<file path="config.mk">
export PLATFORM = sky130hd
export DESIGN_NAME = ping_pong_current_average
export DESIGN_NICKNAME = d
export VERILOG_FILES = /design/src/rtl/core/pcavg_pkg.sv /design/src/rtl/core/ping_pong_current_average.sv /design/src/rtl/core/pcavg_state.sv /design/src/rtl/core/pcavg_status.sv /design/src/rtl/core/pcavg_mult.sv /design/src/rtl/core/pcavg_out.sv
export SDC_FILE = /design/constraint.sdc
export NUM_CORES = 2
export LEC_CHECK = 0
export ABC_AREA = 1
export BUFFER_PORTS_ARGS = -buffer_cell sky130_fd_sc_hd__buf_2
export CORE_ASPECT_RATIO = 0.8
export CORE_MARGIN = 8
export CORE_UTILIZATION = 35
export CTS_BUF_LIST = sky130_fd_sc_hd__clkbuf_4 sky130_fd_sc_hd__clkbuf_8
export DETAILED_ROUTE_END_ITERATION = 12
export PLACE_DENSITY = 0.56
export SYNTH_ARGS = -nofsm -noshare
export SYNTH_HDL_FRONTEND = slang
export SYNTH_SLANG_ARGS = --single-unit
export TNS_END_PERCENT = 5
</file>
<file path="constraint.sdc">
create_clock -name clock -period 16.42 [get_ports clock]
set_input_delay 1.642 -clock clock [delete_from_list [all_inputs] [get_ports clock]]
set_output_delay 1.642 -clock clock [all_outputs]
set_load 0.05 [all_outputs]
</file>
<file path="src/rtl/core/pcavg_pkg.sv">
package pcavg_pkg;

   localparam int HALF_LEN   = 16;
   localparam int ADC_BITS   = 12;
   localparam int WIN_LEN    = 2 * HALF_LEN;
   // The window average divides by a shift, so HALF_LEN is kept a power of two.
   localparam int HALF_SHIFT = $clog2(HALF_LEN);
   localparam int WIN_SHIFT  = $clog2(WIN_LEN);
   localparam int RING_W     = WIN_SHIFT;
   localparam int PSUM_W     = ADC_BITS + HALF_SHIFT;
   localparam int WSUM_W     = PSUM_W + 1;
   localparam int FRAC_Q     = 5;
   localparam int AVQ_W      = WSUM_W + FRAC_Q - WIN_SHIFT;
   localparam int OFS_W      = 17;
   localparam int GAIN_W     = 32;
   localparam int DIFF_W     = ((AVQ_W > OFS_W) ? AVQ_W : OFS_W) + 1;
   localparam int PROD_W     = DIFF_W + GAIN_W;
   localparam int RND_SHIFT  = 13;
   localparam int CUR_W      = 32;
   localparam int RAW_W      = 12;
   localparam int CSR_IDX_W  = 2;
   localparam int CSR_DATA_W = 32;

   localparam logic [OFS_W-1:0] OFFSET_MAX = OFS_W'(131040);

   localparam logic [2:0] ST_OK          = 3'd0;
   localparam logic [2:0] ST_HW          = 3'd1;
   localparam logic [2:0] ST_NOT_STARTED = 3'd2;
   localparam logic [2:0] ST_NOT_READY   = 3'd3;
   localparam logic [2:0] ST_NOT_CAL     = 3'd4;

   localparam logic [1:0] HALF0_BIT   = 2'b01;
   localparam logic [1:0] HALF1_BIT   = 2'b10;
   localparam logic [1:0] BOTH_HALVES = 2'b11;

   typedef enum logic [1:0] {
      CMD_SAMPLE = 2'd0,
      CMD_START  = 2'd1,
      CMD_STOP   = 2'd2,
      CMD_ERROR  = 2'd3
   } cmd_type;

   typedef enum logic [CSR_IDX_W-1:0] {
      REG_ZERO_OFFSET = 2'd0,
      REG_COUNT_GAIN  = 2'd1,
      REG_CALIBRATED  = 2'd2
   } reg_idx_type;

   typedef struct packed {
      logic [1:0]  cmd;
      logic [11:0] sample;
   } req_type;

   typedef struct packed {
      logic [1:0]              cmd_status;
      logic [1:0]              latest_status;
      logic [11:0]             latest_raw;
      logic [1:0]              average_status;
      logic [11:0]             average_raw;
      logic [2:0]              current_status;
      logic signed [CUR_W-1:0] current_value;
   } rsp_type;

   typedef struct packed {
      logic [OFS_W-1:0]         zero_offset;
      logic signed [GAIN_W-1:0] count_gain;
      logic                     calibrated;
   } cfg_type;

   // State after one item, as the later stages need it.
   typedef struct packed {
      logic [1:0]          cmd_status;
      logic                hw_fault;
      logic                running;
      logic [1:0]          half_valid;
      logic [WSUM_W-1:0]   window_sum;
      logic [ADC_BITS-1:0] last_sample;
   } snap_type;

   typedef struct packed {
      logic [1:0]               cmd_status;
      logic [1:0]               latest_status;
      logic [RAW_W-1:0]         latest_raw;
      logic [1:0]               average_status;
      logic [RAW_W-1:0]         average_raw;
      logic [2:0]               current_status;
      logic signed [DIFF_W-1:0] diff;
   } calc_type;

   typedef struct packed {
      logic [1:0]               cmd_status;
      logic [1:0]               latest_status;
      logic [RAW_W-1:0]         latest_raw;
      logic [1:0]               average_status;
      logic [RAW_W-1:0]         average_raw;
      logic [2:0]               current_status;
      logic signed [PROD_W-1:0] product;
   } prod_type;

endpackage

</file>
<file path="src/rtl/core/ping_pong_current_average.sv">
// Each accepted item passes in turn through the state, status, product and output registers.
// Throughput: one item per cycle while the output is not stalled; the stages are state update, status and offset,
// the 18 x 32 gain multiplier, and rounding with saturation into the output register.
// Reset is synchronous: it clears the run state, the sums, the configuration registers
// and all stage valid flags.
module ping_pong_current_average (
   input  logic                                  clock,
   input  logic                                  reset,
   input  logic                                  req_valid,
   output logic                                  req_ready,
   input  pcavg_pkg::req_type                    req_data,
   output logic                                  rsp_valid,
   input  logic                                  rsp_ready,
   output pcavg_pkg::rsp_type                    rsp_data,
   input  logic                                  csr_we,
   input  logic [pcavg_pkg::CSR_IDX_W-1:0]       csr_index,
   input  logic [pcavg_pkg::CSR_DATA_W-1:0]      csr_wdata
);

   logic v1_ff, v2_ff, v3_ff, vo_ff;
   logic out_free, s3_free, s2_free, s1_free, req_fire;

   pcavg_pkg::cfg_type  cfg_ff;
   pcavg_pkg::snap_type snap;
   pcavg_pkg::calc_type calc;
   pcavg_pkg::prod_type prod;

   // A stage takes new data when it is empty or its contents move on.
   assign out_free = !vo_ff || rsp_ready;
   assign s3_free  = !v3_ff || out_free;
   assign s2_free  = !v2_ff || s3_free;
   assign s1_free  = !v1_ff || s2_free;
   assign req_ready = s1_free;
   assign req_fire  = req_valid && s1_free;

   always_ff @(posedge clock) begin
      if (reset) begin
         v1_ff <= 1'b0;
         v2_ff <= 1'b0;
         v3_ff <= 1'b0;
         vo_ff <= 1'b0;
      end else begin
         if (s1_free) begin
            v1_ff <= req_fire;
         end
         if (s2_free) begin
            v2_ff <= v1_ff;
         end
         if (s3_free) begin
            v3_ff <= v2_ff;
         end
         if (out_free) begin
            vo_ff <= v3_ff;
         end
      end
   end

   always_ff @(posedge clock) begin
      if (reset) begin
         cfg_ff.zero_offset <= '0;
         cfg_ff.count_gain  <= '0;
         cfg_ff.calibrated  <= 1'b0;
      end else if (csr_we) begin
         case (pcavg_pkg::reg_idx_type'(csr_index))
            pcavg_pkg::REG_ZERO_OFFSET: begin
               cfg_ff.zero_offset <= csr_wdata[pcavg_pkg::OFS_W-1:0];
            end
            pcavg_pkg::REG_COUNT_GAIN: begin
               cfg_ff.count_gain <= signed'(csr_wdata[pcavg_pkg::GAIN_W-1:0]);
            end
            pcavg_pkg::REG_CALIBRATED: begin
               cfg_ff.calibrated <= csr_wdata[0];
            end
            default: begin
               cfg_ff <= cfg_ff;
            end
         endcase
      end
   end

   pcavg_state u_state (
      .clock (clock),
      .reset (reset),
      .fire  (req_fire),
      .req   (req_data),
      .load  (s1_free),
      .snap  (snap)
   );

   pcavg_status u_status (
      .clock (clock),
      .load  (s2_free),
      .snap  (snap),
      .cfg   (cfg_ff),
      .calc  (calc)
   );

   pcavg_mult u_mult (
      .clock (clock),
      .load  (s3_free),
      .calc  (calc),
      .cfg   (cfg_ff),
      .prod  (prod)
   );

   pcavg_out u_out (
      .clock (clock),
      .load  (out_free),
      .prod  (prod),
      .rsp   (rsp_data)
   );

   assign rsp_valid = vo_ff;

endmodule

</file>
<file path="src/rtl/core/pcavg_state.sv">
module pcavg_state (
   input  logic                clock,
   input  logic                reset,
   input  logic                fire,
   input  pcavg_pkg::req_type  req,
   input  logic                load,
   output pcavg_pkg::snap_type snap
);

   localparam int RING_W   = pcavg_pkg::RING_W;
   localparam int PSUM_W   = pcavg_pkg::PSUM_W;
   localparam int WSUM_W   = pcavg_pkg::WSUM_W;
   localparam int ADC_BITS = pcavg_pkg::ADC_BITS;
   localparam int HSH      = pcavg_pkg::HALF_SHIFT;

   logic                running_ff, running_in;
   logic                hw_fault_ff, hw_fault_in;
   logic [1:0]          half_valid_ff, half_valid_in;
   logic [RING_W-1:0]   ring_ff, ring_in;
   logic [PSUM_W-1:0]   psum_ff, psum_in;
   logic [PSUM_W-1:0]   half_total_ff [2];
   logic [PSUM_W-1:0]   half_total_in [2];
   logic [WSUM_W-1:0]   window_ff, window_in;
   logic [ADC_BITS-1:0] last_ff, last_in;
   logic [1:0]          cmd_status;
   pcavg_pkg::snap_type snap_ff;

   logic [ADC_BITS-1:0] smp;
   logic [PSUM_W-1:0]   psum_add;
   logic                half;
   logic [1:0]          hv_new;

   assign smp      = req.sample[ADC_BITS-1:0];
   assign psum_add = psum_ff + PSUM_W'(smp);
   assign half     = ring_ff[RING_W-1];
   assign hv_new   = half_valid_ff | (half ? pcavg_pkg::HALF1_BIT : pcavg_pkg::HALF0_BIT);

   always_comb begin
      running_in       = running_ff;
      hw_fault_in      = hw_fault_ff;
      half_valid_in    = half_valid_ff;
      ring_in          = ring_ff;
      psum_in          = psum_ff;
      half_total_in[0] = half_total_ff[0];
      half_total_in[1] = half_total_ff[1];
      window_in        = window_ff;
      last_in          = last_ff;
      cmd_status       = pcavg_pkg::ST_OK[1:0];
      if (fire) begin
         case (pcavg_pkg::cmd_type'(req.cmd))
            pcavg_pkg::CMD_SAMPLE: begin
               if (running_ff) begin
                  ring_in = ring_ff + RING_W'(1);
                  if (ring_ff[HSH-1:0] == '1) begin
                     half_total_in[half] = psum_add;
                     last_in             = smp;
                     half_valid_in       = hv_new;
                     psum_in             = '0;
                     if (hv_new == pcavg_pkg::BOTH_HALVES) begin
                        window_in = {1'b0, (half ? half_total_ff[0] : psum_add)}
                                  + {1'b0, (half ? psum_add : half_total_ff[1])};
                     end
                  end else begin
                     psum_in = psum_add;
                  end
               end
            end
            pcavg_pkg::CMD_START: begin
               if (running_ff) begin
                  cmd_status = hw_fault_ff ? pcavg_pkg::ST_HW[1:0] : pcavg_pkg::ST_OK[1:0];
               end else begin
                  running_in       = 1'b1;
                  hw_fault_in      = 1'b0;
                  half_valid_in    = '0;
                  ring_in          = '0;
                  psum_in          = '0;
                  half_total_in[0] = '0;
                  half_total_in[1] = '0;
                  window_in        = '0;
                  last_in          = '0;
               end
            end
            pcavg_pkg::CMD_STOP: begin
               if (!running_ff) begin
                  cmd_status = pcavg_pkg::ST_NOT_STARTED[1:0];
               end else begin
                  running_in    = 1'b0;
                  half_valid_in = '0;
               end
            end
            pcavg_pkg::CMD_ERROR: begin
               hw_fault_in   = 1'b1;
               half_valid_in = '0;
            end
            default: begin
               hw_fault_in = hw_fault_ff;
            end
         endcase
      end
   end

   always_ff @(posedge clock) begin
      if (reset) begin
         running_ff       <= 1'b0;
         hw_fault_ff      <= 1'b0;
         half_valid_ff    <= '0;
         ring_ff          <= '0;
         psum_ff          <= '0;
         half_total_ff[0] <= '0;
         half_total_ff[1] <= '0;
         window_ff        <= '0;
         last_ff          <= '0;
      end else begin
         running_ff       <= running_in;
         hw_fault_ff      <= hw_fault_in;
         half_valid_ff    <= half_valid_in;
         ring_ff          <= ring_in;
         psum_ff          <= psum_in;
         half_total_ff[0] <= half_total_in[0];
         half_total_ff[1] <= half_total_in[1];
         window_ff        <= window_in;
         last_ff          <= last_in;
      end
   end

   always_ff @(posedge clock) begin
      if (load) begin
         snap_ff.cmd_status  <= cmd_status;
         snap_ff.hw_fault    <= hw_fault_in;
         snap_ff.running     <= running_in;
         snap_ff.half_valid  <= half_valid_in;
         snap_ff.window_sum  <= window_in;
         snap_ff.last_sample <= last_in;
      end
   end

   assign snap = snap_ff;

endmodule

</file>
<file path="src/rtl/core/pcavg_status.sv">
module pcavg_status (
   input  logic                clock,
   input  logic                load,
   input  pcavg_pkg::snap_type snap,
   input  pcavg_pkg::cfg_type  cfg,
   output pcavg_pkg::calc_type calc
);

   localparam int WSUM_W  = pcavg_pkg::WSUM_W;
   localparam int FRAC_Q  = pcavg_pkg::FRAC_Q;
   localparam int QN_W    = WSUM_W + FRAC_Q;
   localparam int AVQ_W   = pcavg_pkg::AVQ_W;
   localparam int DIFF_W  = pcavg_pkg::DIFF_W;
   localparam int RAW_W   = pcavg_pkg::RAW_W;
   localparam int ADC_B   = pcavg_pkg::ADC_BITS;

   logic [2:0]               base, ls, as, cs;
   logic [WSUM_W:0]          avg_num;
   logic [WSUM_W:0]          avg_full;
   logic [QN_W-1:0]          q5_num;
   logic [QN_W-1:0]          q5_full;
   logic [AVQ_W-1:0]         avg_q5;
   logic signed [DIFF_W-1:0] diff;
   logic                     uncal;
   pcavg_pkg::calc_type      calc_in, calc_ff;

   always_comb begin
      if (snap.hw_fault) begin
         base = pcavg_pkg::ST_HW;
      end else if (!snap.running) begin
         base = pcavg_pkg::ST_NOT_STARTED;
      end else begin
         base = pcavg_pkg::ST_OK;
      end
      ls = base;
      if (base == pcavg_pkg::ST_OK && snap.half_valid == '0) begin
         ls = pcavg_pkg::ST_NOT_READY;
      end
      as = base;
      if (base == pcavg_pkg::ST_OK && snap.half_valid != pcavg_pkg::BOTH_HALVES) begin
         as = pcavg_pkg::ST_NOT_READY;
      end
      uncal = !cfg.calibrated || (cfg.count_gain == '0)
            || (cfg.zero_offset > pcavg_pkg::OFFSET_MAX);
      cs = (as == pcavg_pkg::ST_OK && uncal) ? pcavg_pkg::ST_NOT_CAL : as;
   end

   // Rounded window average, in counts and in Q12.5.
   assign avg_num  = {1'b0, snap.window_sum} + (WSUM_W+1)'(pcavg_pkg::HALF_LEN);
   assign avg_full = avg_num >> pcavg_pkg::WIN_SHIFT;
   assign q5_num   = {snap.window_sum, {FRAC_Q{1'b0}}} + QN_W'(pcavg_pkg::HALF_LEN);
   assign q5_full  = q5_num >> pcavg_pkg::WIN_SHIFT;
   assign avg_q5   = q5_full[AVQ_W-1:0];
   assign diff     = DIFF_W'(signed'({1'b0, avg_q5})) - DIFF_W'(signed'({1'b0, cfg.zero_offset}));

   always_comb begin
      calc_in.cmd_status     = snap.cmd_status;
      calc_in.latest_status  = ls[1:0];
      calc_in.latest_raw     = (ls == pcavg_pkg::ST_OK) ? RAW_W'(snap.last_sample) : '0;
      calc_in.average_status = as[1:0];
      calc_in.average_raw    = (as == pcavg_pkg::ST_OK) ? RAW_W'(avg_full[ADC_B-1:0]) : '0;
      calc_in.current_status = cs;
      calc_in.diff           = diff;
   end

   always_ff @(posedge clock) begin
      if (load) begin
         calc_ff <= calc_in;
      end
   end

   assign calc = calc_ff;

endmodule

</file>
<file path="src/rtl/core/pcavg_mult.sv">
module pcavg_mult (
   input  logic                clock,
   input  logic                load,
   input  pcavg_pkg::calc_type calc,
   input  pcavg_pkg::cfg_type  cfg,
   output pcavg_pkg::prod_type prod
);

   logic signed [pcavg_pkg::DIFF_W-1:0] diff;
   logic signed [pcavg_pkg::GAIN_W-1:0] gain;
   logic signed [pcavg_pkg::PROD_W-1:0] product;
   pcavg_pkg::prod_type                 prod_ff;

   assign diff    = calc.diff;
   assign gain    = cfg.count_gain;
   assign product = pcavg_pkg::PROD_W'(diff * gain);

   always_ff @(posedge clock) begin
      if (load) begin
         prod_ff.cmd_status     <= calc.cmd_status;
         prod_ff.latest_status  <= calc.latest_status;
         prod_ff.latest_raw     <= calc.latest_raw;
         prod_ff.average_status <= calc.average_status;
         prod_ff.average_raw    <= calc.average_raw;
         prod_ff.current_status <= calc.current_status;
         prod_ff.product        <= product;
      end
   end

   assign prod = prod_ff;

endmodule

</file>
<file path="src/rtl/core/pcavg_out.sv">
module pcavg_out (
   input  logic                clock,
   input  logic                load,
   input  pcavg_pkg::prod_type prod,
   output pcavg_pkg::rsp_type  rsp
);

   localparam int PROD_W = pcavg_pkg::PROD_W;
   localparam int RSH    = pcavg_pkg::RND_SHIFT;
   localparam int Q_W    = PROD_W + 1 - RSH;
   localparam int CUR_W  = pcavg_pkg::CUR_W;

   localparam logic signed [Q_W-1:0] CUR_MAX = {{(Q_W-CUR_W+1){1'b0}}, {(CUR_W-1){1'b1}}};
   localparam logic signed [Q_W-1:0] CUR_MIN = {{(Q_W-CUR_W+1){1'b1}}, {(CUR_W-1){1'b0}}};

   logic signed [PROD_W:0]    rnd;
   logic signed [Q_W-1:0]     q;
   logic signed [CUR_W-1:0]   sat;
   pcavg_pkg::rsp_type        rsp_ff;

   // Round half up to Q16.16: add half an LSB, then floor by arithmetic shift.
   assign rnd = (PROD_W+1)'(prod.product) + (PROD_W+1)'(1 << (RSH - 1));
   assign q   = $signed(rnd[PROD_W:RSH]);

   always_comb begin
      if (q > CUR_MAX) begin
         sat = CUR_MAX[CUR_W-1:0];
      end else if (q < CUR_MIN) begin
         sat = CUR_MIN[CUR_W-1:0];
      end else begin
         sat = q[CUR_W-1:0];
      end
   end

   always_ff @(posedge clock) begin
      if (load) begin
         rsp_ff.cmd_status     <= prod.cmd_status;
         rsp_ff.latest_status  <= prod.latest_status;
         rsp_ff.latest_raw     <= prod.latest_raw;
         rsp_ff.average_status <= prod.average_status;
         rsp_ff.average_raw    <= prod.average_raw;
         rsp_ff.current_status <= prod.current_status;
         rsp_ff.current_value  <= (prod.current_status == pcavg_pkg::ST_OK) ? sat : '0;
      end
   end

   assign rsp = rsp_ff;

endmodule

</file>
==> reports/metrics.yaml <==
cts_resized: 0
critPathCaptureType: "register"
cts_made_buffers: 68
dieWidth_microns: 382
die_area_sq_um: 118000
viasPerCell: 4.71
worst_pin_slew_ns: 1.25
hpwl_microns: 81200
vias: 28500
whs_ns: 0.403
fin_nets: 5362
synth_area_sq_um: 37400
ys_seq_area_share_pct: 25.3
p_total_mw: 7.49
place_inst: 5933
post-route-cell-area_sq_um: 41000
grt_pass1_vias: 29900
synthSimpleGateAreaFrac_pct: 17.9
clock_sinks: 362
fmax_ghz: 0.145
synth-xor-area-share_pct: 2.29
synthAdderAreaFrac_pct: 35.3
power_density_nw_per_um2: 183
min_period_ns: 6.90
final_util_pct: 38.6
yosys-mux-area-fraction_pct: 0
routed_wl_microns: 104000
arrival_ns: 7.28
cap_violations: 0
area_delta_synth_final_pct: 9.48
post_cts_buffers: 0
drive_gt1_share_pct: 7.63
io_pins: 120
status: "finished clean"
fin_cells: 6061
drt_iter0_drc: 1823
crit_type: "reg -> reg"
synth_enable_flop_cells: 222
overflow: 0
port_buffers: 119
wl_met3_microns: 5630
grt_pass1_wl_microns: 166000
cts-root-buf: "clkbuf_8"
synthCells: 4526
cts-htree-levels: 3
drc: 0
coreArea_sq_um: 106000
clock_path_buffers: 3
path_buf_inv: 1
synth_top_family_by_area: "adder cells"
finalCritPeriodShare_pct: 42.0
ys.flop_type: "edfxtp_1"
dp_slack_ns: 9.59
rsz0062_at_grt: "false"
syn_nets: 5302
clkLatencyLatePin_ns: 0.65
n_fill_cell: 11000
drtPass1Iterations: 5
slew_violations: 0
cts_tree: "yes"
crit_path_max_incr_delay_ns: 1.18
grt_start_max_net_pins: 73
relSlewSlack_pct: 16.5
antenna_found_initial: 3
die_h_microns: 309
wl_met1_microns: 47400
skew_ns: 0.0299
final_common_cell: "nand2_1"
ir_drop_v: 0.000166
crit_chain: "nand2_1 > fa_1 > inv_1 > fa_1 > fa_1 > fa_1 > fa_1 > fa_1 > ha_1 > nand2_1 > nor2_1 > nand2_1 > nor3_1 > nand4_1 > nand3_1 > xor2_1"
hp-class: "reg -> reg"
yosysWarnings: 0
worstPathRequired_ns: 16.80
dpl_cell_area_sq_um: 39500
worstSetupStartpointType: "register"
rrSetupSlack_ns: 9.52
p_leak_nw: 20.5
setup_ws_ns: 9.52
cpLargestDelayFamily: "adder cells"
synthArstFlopShare_pct: 0
setup_viol: 0
cpMaxStageDelayCell: "edfxtp_1"
finalSetupTns_ns: 0
synth_cell_types: 54
met2_length_microns: 48100
crit_path_max_fanout: 32
drtAntennaViolNets: 0
finalHoldViolations: 0
ys_ff_latch: 362
hold_buffers: 0
placementRows: 107
synth_compound_area_share_pct: 6.73
wl_per_cell_microns: 17.1
grt_use_total_pct: 17.7
layout_common_cells: "nand2_1 (1129), inv_1 (1056), fa_1 (555)"
clkTransAtPathRegs_ns: 0.07
gp_congestion: 0.883
initial_core_util_pct: 35.2
cpMostUsedCell: "fa_1"
top_layer: "met4"
avgSynthCellArea_sq_um: 8.27
-- state kept, by name, summed over array words and instances (netlist names), 5 cells and up --
register and count:
cfg_ff 50, u_state.last_ff 12, u_state.half_total_ff 32, u_mult.prod 71, u_status.calc 51, u_out.rsp 65, u_state.window_ff 17, u_state.ring_ff 5
u_state.psum_ff 16, u_state.snap 35
-- layout make-up --
class,instances,area [sq um],share of cell area (%)
Clock buffer,98,1230,3.00
Sequential cell,362,9470,23.1
Inverter,1060,3980,9.71
Clock inverter,28,279,0.681
Multi-Input combinational cell,2928,23300,56.9
Tap cell,1417,1770,4.33
Timing Repair Buffer,166,948,2.31
Antenna cell,2,5.00,0.0122
-- kinds of logic after synthesis --
family | count (synthesis)
buffers and inverters | 1236
and+or+nand+nor | 1658
adders and majority gates | 723
xor gates and xnor gates | 98
AOI/OAI and AO/OA | 449
DFF | 362
-- per-layer routing --
metal	vias to the layer above	global-route usage, %
met5	-	0
met1	14000	24.0
met4	0	4.66
met2	712	29.5
li1	13700	-
met3	136	2.79
-- where the power goes --
group	switching, mW	internal [mW]
combinational	3.44	1.74
clock	0.409	0.553
sequential	0.101	1.24
total	3.95	3.54
-- synth_stat cells, types with 8 or more instances --
cell	number	area, sq um
nand2_1	1131	4250
inv_1	1057	3970
fa_1	555	11100
nor2_1	298	1120
edfxtp_1	222	6670
a21oi_1	214	1070
ha_1	168	2100
dfxtp_1	140	2800
o21ai_0	138	691
clkbuf_1	131	492
nand3_1	100	500
xor2_1	66	578
nor3_1	34	170
xnor2_1	32	280
a21oi_2	27	236
buf_1	27	101
nand4_1	24	150
nor4_1	19	119
or2_2	14	87.6
buf_2	12	60.1
o21bai_1	11	82.6
a21boi_0	10	75.1
and2_1	10	62.6
o21a_1	10	75.1
a21o_1	8	60.1
o211ai_1	8	60.1
-- worst paths after layout --
path,startpoint,endpoint,depth (start not counted)
hold reg to reg,u_status.calc[34],u_mult.prod[66],0
hold / removal,u_status.calc[34],u_mult.prod[66],0
setup / recovery,u_status.calc[6],u_mult.prod[44],16
setup reg to reg,u_status.calc[6],u_mult.prod[44],16
(Power assumes the default switching activity.)
